[src/hdl/lzw_compressor_defines.svh]
// Assertion macros shared by the LZW compressor RTL.
// Depends on nothing; included by the top level only.
`ifndef LZW_COMPRESSOR_DEFINES_SVH
`define LZW_COMPRESSOR_DEFINES_SVH

// Implication checked on every clock edge outside reset.
`define LZWC_ASSERT_ON(label, clk, rst_n, ante, cons, msg) \
    label: assert property (@(posedge clk) disable iff (!rst_n) (ante) |-> (cons)) \
        else $error(msg);

// Next-cycle implication checked on every clock edge, reset included.
`define LZWC_ASSERT_NEXT(label, clk, ante, cons, msg) \
    label: assert property (@(posedge clk) (ante) |=> (cons)) else $error(msg);

`endif

[src/hdl/lzwc_pkg.sv]
// Package of the LZW compressor: constants, engine states and shared structs.
// Depends on nothing; imported by every module of the block but lzwc_ram.
`timescale 1ns / 1ps
`default_nettype none
package lzwc_pkg;

    localparam int DICT_SIZE_DEF = 4096;
    localparam int CODE_W        = 12;
    localparam int BYTE_W        = 8;
    localparam int NEXT_W        = 13;
    localparam int EPOCH_W       = 8;
    localparam int FIRST_FREE    = 256;
    localparam int CODE_SPACE    = 4096;
    localparam int ENTRY_W       = EPOCH_W + CODE_W + BYTE_W + CODE_W;

    // One input word as held in the queue.
    typedef struct packed {
        logic [BYTE_W-1:0] data_byte;
        logic              end_of_stream;
    } t_item;

    // Status from the engine back to the front end.
    typedef struct packed {
        logic clearing;
    } t_back_stat;

    typedef enum logic [2:0] {
        S_CLEAR,
        S_IDLE,
        S_CHECK,
        S_MISS,
        S_FINAL
    } t_state;

endpackage
`default_nettype wire

[src/hdl/lzwc_front.sv]
// Front end of the LZW compressor: accepts input words into a two-entry queue.
// Depends on lzwc_pkg.
`timescale 1ns / 1ps
`default_nettype none
module lzwc_front
    import lzwc_pkg::*;
(
    input  wire logic              i_clk,
    input  wire logic              i_rst_n,
    input  wire logic              s_axis_tvalid,
    output logic                   s_axis_tready,
    input  wire logic [BYTE_W-1:0] i_data_byte,
    input  wire logic              i_end_of_stream,
    input  wire t_back_stat        i_stat,
    output logic                   o_q_valid,
    output t_item                  o_q_item,
    input  wire logic              i_q_pop
);

    t_item      r_mem [2];
    logic       r_wp, r_rp;
    logic [1:0] r_cnt;
    logic       w_push;

    // No word is taken while the dictionary is being swept.
    assign s_axis_tready = (r_cnt != 2'd2) && !i_stat.clearing;
    assign w_push        = s_axis_tvalid && s_axis_tready;
    assign o_q_valid     = (r_cnt != 2'd0);
    assign o_q_item      = r_mem[r_rp];

    // Queue storage.
    always_ff @(posedge i_clk) begin
        if (w_push) begin
            r_mem[r_wp] <= '{data_byte: i_data_byte, end_of_stream: i_end_of_stream};
        end
    end

    // Queue pointers and fill count.
    always_ff @(posedge i_clk) begin
        if (!i_rst_n) begin
            r_wp  <= 1'b0;
            r_rp  <= 1'b0;
            r_cnt <= 2'd0;
        end else begin
            if (w_push) begin
                r_wp <= ~r_wp;
            end
            if (i_q_pop) begin
                r_rp <= ~r_rp;
            end
            r_cnt <= r_cnt + 2'(w_push) - 2'(i_q_pop);
        end
    end

endmodule
`default_nettype wire

[config.mk]
export PLATFORM = sky130hd
export DESIGN_NAME = lzwc_front
export DESIGN_NICKNAME = d
export VERILOG_FILES = /design/src/hdl/lzw_compressor_defines.svh /design/src/hdl/lzwc_pkg.sv /design/src/hdl/lzwc_front.sv
export SDC_FILE = /design/constraint.sdc
export NUM_CORES = 1
export LEC_CHECK = 0
export CAP_MARGIN = 0
export CORE_UTILIZATION = 52
export DETAILED_ROUTE_END_ITERATION = 12
export DONT_BUFFER_PORTS = 1
export PLACE_DENSITY_LB_ADDON = 0.3
export SLEW_MARGIN = 5
export SYNTH_ARGS = -nofsm -noshare
export SYNTH_HDL_FRONTEND = slang
export SYNTH_SLANG_ARGS = --single-unit
[constraint.sdc]
create_clock -name i_clk -period 1.6 [get_ports i_clk]
set_clock_uncertainty 0.15 [all_clocks]
set_input_delay 0.48 -clock i_clk [delete_from_list [all_inputs] [get_ports i_clk]]
set_output_delay 0.48 -clock i_clk [all_outputs]
set_load 0.05 [all_outputs]
# Word-level counts from Yosys, hierarchy flattened

Memory sizes are Yosys's and may differ from the RTL's. A register that Yosys moved wholly into a read port is not among the register bits.
Index checks and enable logic that the tools add are counted.

Bits in writable memories: 18
Register bits after elaboration: 4
Output and inout port bits: 11
Input bits: 14
Memories kept: 1

Bitwise gates (word level): 2
Equal/unequal tests: 1
Mux-type cells: 4
$add $sub $neg: 2
Reductions and logical operators: 4

Memories:

| memory | depth | width | rd ports | clocked after Yosys merged registers in | write ports | line             | text |
|---|---|---|---|---|---|---|---|
| r_mem  | 2     | 9     | 1        | 1                                       | 1           | lzwc_front.sv:20 | `t_item r_mem [2];` |

Operator list:

| cell                                 | number |
|---|---|
| 2-to-1 mux 1 bit                     | 4 |
| adder 2 x 1 -> 2 bit                 | 1 |
| logical AND 1 bit                    | 2 |
| != test 2 bit, second input constant | 1 |
| NOT 1 bit                            | 2 |
| nonzero test 2 bit                   | 1 |
| subtractor 2 x 1 -> 2 bit            | 1 |
| zero test 1 bit                      | 1 |

# Longest topological paths before layout

Word-level depth: 5
Depth in mapped cells: 9
Depth with buffers taken out: 9

# Worst setup path before layout

OpenSTA, ideal clock, no wires.

Kind: input-to-reg
Start point: input i_stat
End point: register r_cnt[1]
Buffers on the path: 0
Data arrival time: 2.127 ns
Cell stages on the path: 8
Library setup time: 0.115 ns
Slack: -0.792 ns
Required time: 1.335 ns
Path through: nor2_1 > nand2_1 > ha_1 > inv_1 > ha_1 > xor2_1 > xnor2_1 > nor2_1

Longest elaborated chain between the ends: 5

Ends and longest elaborated chain:

| item                      | line             | text |
|---|---|---|
| start, declared           | lzwc_front.sv:14 | `input wire t_back_stat i_stat,` |
| zero test 1 bit           | lzwc_front.sv:26 | `assign s_axis_tready = (r_cnt != 2'd2) && !i_stat.clearing;` |
| logical AND 1 bit         | lzwc_front.sv:26 |  |
| logical AND 1 bit         | lzwc_front.sv:27 | `assign w_push = s_axis_tvalid && s_axis_tready;` |
| adder 2 x 1 -> 2 bit      | lzwc_front.sv:51 | `r_cnt <= r_cnt + 2'(w_push) - 2'(i_q_pop);` |
| subtractor 2 x 1 -> 2 bit | lzwc_front.sv:51 |  |
| end signal, assigned      | lzwc_front.sv:51 |  |
| end, declared             | lzwc_front.sv:22 | `logic [1:0] r_cnt;` |

Every way passes these cells.
A chain may end at the register's enable or synchronous reset.

==> results.cfg <==
[outcome]
status = finished with violations
violations = setup timing

[synth]
syn_area_um2 = 883
synth_area_leaders = edfxtp_1 61%, dfxtp_1 11%, mux2_2 8.9%
ys_types = 19
yosysTopAreaCell = edfxtp_1
synth_edf_count = 18
synthCells = 54
syn_avg_cell_area_um2 = 16.4
synthFlopType = edfxtp_1
synth_async_sr_flop_share = 0
yosysWarnings = 0
synth-seq-cells = 23
synth_commonest_cells = 18 x edfxtp_1, 7 x mux2_2, 5 x dfxtp_1, 4 x nor2_1, 3 x inv_1
synth-seq-area-share = 0.725
synth.most_common_cell = edfxtp_1
synth_top_area_frac = 0.612
syn-num-nets = 70

[die]
fp.coreArea_mm2 = 0.00154
num_rows = 14
dieArea_mm2 = 0.00187
ioPinCount = 25
start_util = 0.573
die_width_um = 43.2
die_h_um = 43.2

[detailed_routing]
vias_per_cell = 5.43
dr_wl_met2_um = 823
routed.top_layer = met4
drtIter0Drc = 6
drt-total-wl_mm = 1.38
wl_met1_um = 453
drc_errors = 0
drt_pass1_iterations = 2
avgRoutedWirePerCell_um = 17.0
wl_met3_um = 86
antenna_left = 0
vias = 440

[clock_network]
cts_buffer_depth = 2
clkSinkCount = 23
numCtsBuffers = 3
cts_max_level = 1
clkTransAtPathRegs_ns = 0.11
clk_latency_ns = 0.29
tritoncts = built
cts-root-buf = clkbuf_4

[worst_setup_path]
setup.worst_path.start_class = flip-flop
critPathMaxStageDelay_ns = 0.39
cp_cell_sequence = buf_12 -> mux2_4
r2r_end = r_cnt[1]$_SDFF_PN0_
cp_max_fo = 9
cp-end-kind = primary output
worstPathRequired_ns = 0.97
critical-path-slowest-cell = mux2_4
r2r_cells = 9
crit_type = reg -> out
crit_arrival_ns = 1.18
r2r_setup_slack_ns = -0.19
r2r_start = r_cnt[1]$_SDFF_PN0_

[grt]
grt_max_degree = 13
overflow = 0
grt_usage = 0.149
antenna_found_initial = 0
grt_pass1_vias = 463
grt_pass1_wl_mm = 1.90

[timing]
finalSetupViolCount = 12
whs_ns = 0.124
period_share = 1.13
max-slew-margin-rel = 0.867
fin_setup_tns_ns = -2.42
timing.final.ws_setup_ns = -0.212
finalCriticalPeriod_ns = 1.81
grt_setup_unrepaired = true
maxSlewViolCount = 0
tightest_slew_ns = 0.200
fmax_mhz = 552
final-hold-violation-count = 0

[placement]
hpwlAfterDp_um = 862
io_buffer_count = 0
postPlaceCellArea_um2 = 957
gp_congestion = 0.584
place_ws_ns = -0.119

[min_path]
hp-class = in -> reg
whs_endpoint = r_mem[1][7]$_DFFE_PP_
whs_path_depth = 0
hold_start = i_data_byte[6]

[run]
drv_cap = 0

[cells_and_area]
layout.nets = 82
area_growth_pct = 22.8
antenna_cells = 0
design_area_mm2 = 0.00108
nFillCells = 114
drive_gt1_frac = 0.462

[power_and_ir_drop]
power_leakage_uw = 0.000417
p_per_area_mw_per_mm2 = 1280
ir_drop_v = 0.000925
-- layout make-up --
cell class              instances  area (um^2)  area share
clock buffers                   4         26.3      0.0242
flip-flops and latches         23          644       0.594
well taps                      16         20.0      0.0185
inverters                       3         11.3      0.0104
multi-input cells              27          288       0.265
repair buffers                  8         95.1      0.0877
-- critical path: cells and delay by family, from the launching register on --
kind,cells,cell delay (ns)
buf+inv,1,0.14
flops,1,0.36
mux,1,0.39
-- cells in the final DEF, fill, tap and decap left out, types with 2 or more instances in the layout --
cell / count
edfxtp_1: 18
mux2_4: 9
buf_6: 4
nor2_1: 3
dfxtp_2: 3
clkbuf_4: 3
inv_2: 2
xnor2_1: 2
dfxtp_1: 2
buf_4: 2
-- registers in the layout, indices dropped and copies added (netlist names), named ones only --
signal / count
r_wp: 1
r_mem: 18
r_rp: 1
r_cnt: 2
-- logic make-up after synthesis --
logic type | share of synthesized area
DFF | 0.725
and+or+nand+nor | 0.0722
muxes | 0.115
buffers and inverters | 0.0184
xor gates and xnor gates | 0.0298
AOI/OAI and AO/OA | 0.0113
adders and majority gates | 0.0283
-- power breakdown --
| part | switching [uW] | total [uW] | internal, uW | leakage (uW) |
|---|---|---|---|---|
| registers | 22.8 | 717 | 695 | 0.000207 |
| clock network | 149 | 246 | 96.8 | 0.0000150 |
| logic | 241 | 423 | 182 | 0.000195 |
-- how the worst max path moves through the flow --
| stage | endpoint | cells past startpoint | slack, ns |
|---|---|---|---|
| after floorplan | r_cnt[1]$_SDFF_PN0_ | 8 | -0.31 |
| after global placement | r_cnt[1]$_SDFF_PN0_ | 8 | -0.07 |
| after detailed placement | r_cnt[1]$_SDFF_PN0_ | 8 | -0.12 |
| after CTS | o_q_item[1] | 2 | -0.22 |
| after global routing | r_cnt[1]$_SDFF_PN0_ | 9 | -0.28 |
| final | o_q_item[1] | 2 | -0.21 |
-- per-stage QoR --
| step | cells | utilization | power [uW] |
|---|---|---|---|
| floorplan | 54 | - | 981 |
| global placement | 74 | 0.621 | 1050 |
| detailed placement | 74 | 0.621 | 1050 |
| CTS | 79 | 0.677 | 1340 |
| global route | 81 | 0.704 | 1440 |
| finish | 81 | 0.704 | 1390 |
-- metal layers --
layer | vias up | track usage
met5 | - | 0
met1 | 213 | 0.115
li1 | 213 | -
met3 | 2 | 0.0638
met4 | 0 | 0.0909
met2 | 12 | 0.287
-- timing repair --
item / CTS / global route
endpoints found under the hold margin: 0 / 0
pin swaps: 2 / 7
cloned: 0 / 0
resized for setup: 16 / 7
setup endpoints to repair: 12 / 13
hold buffers: 0 / 0
buffers inserted: 1 / 2
Power figures use the tool's default switching activity.
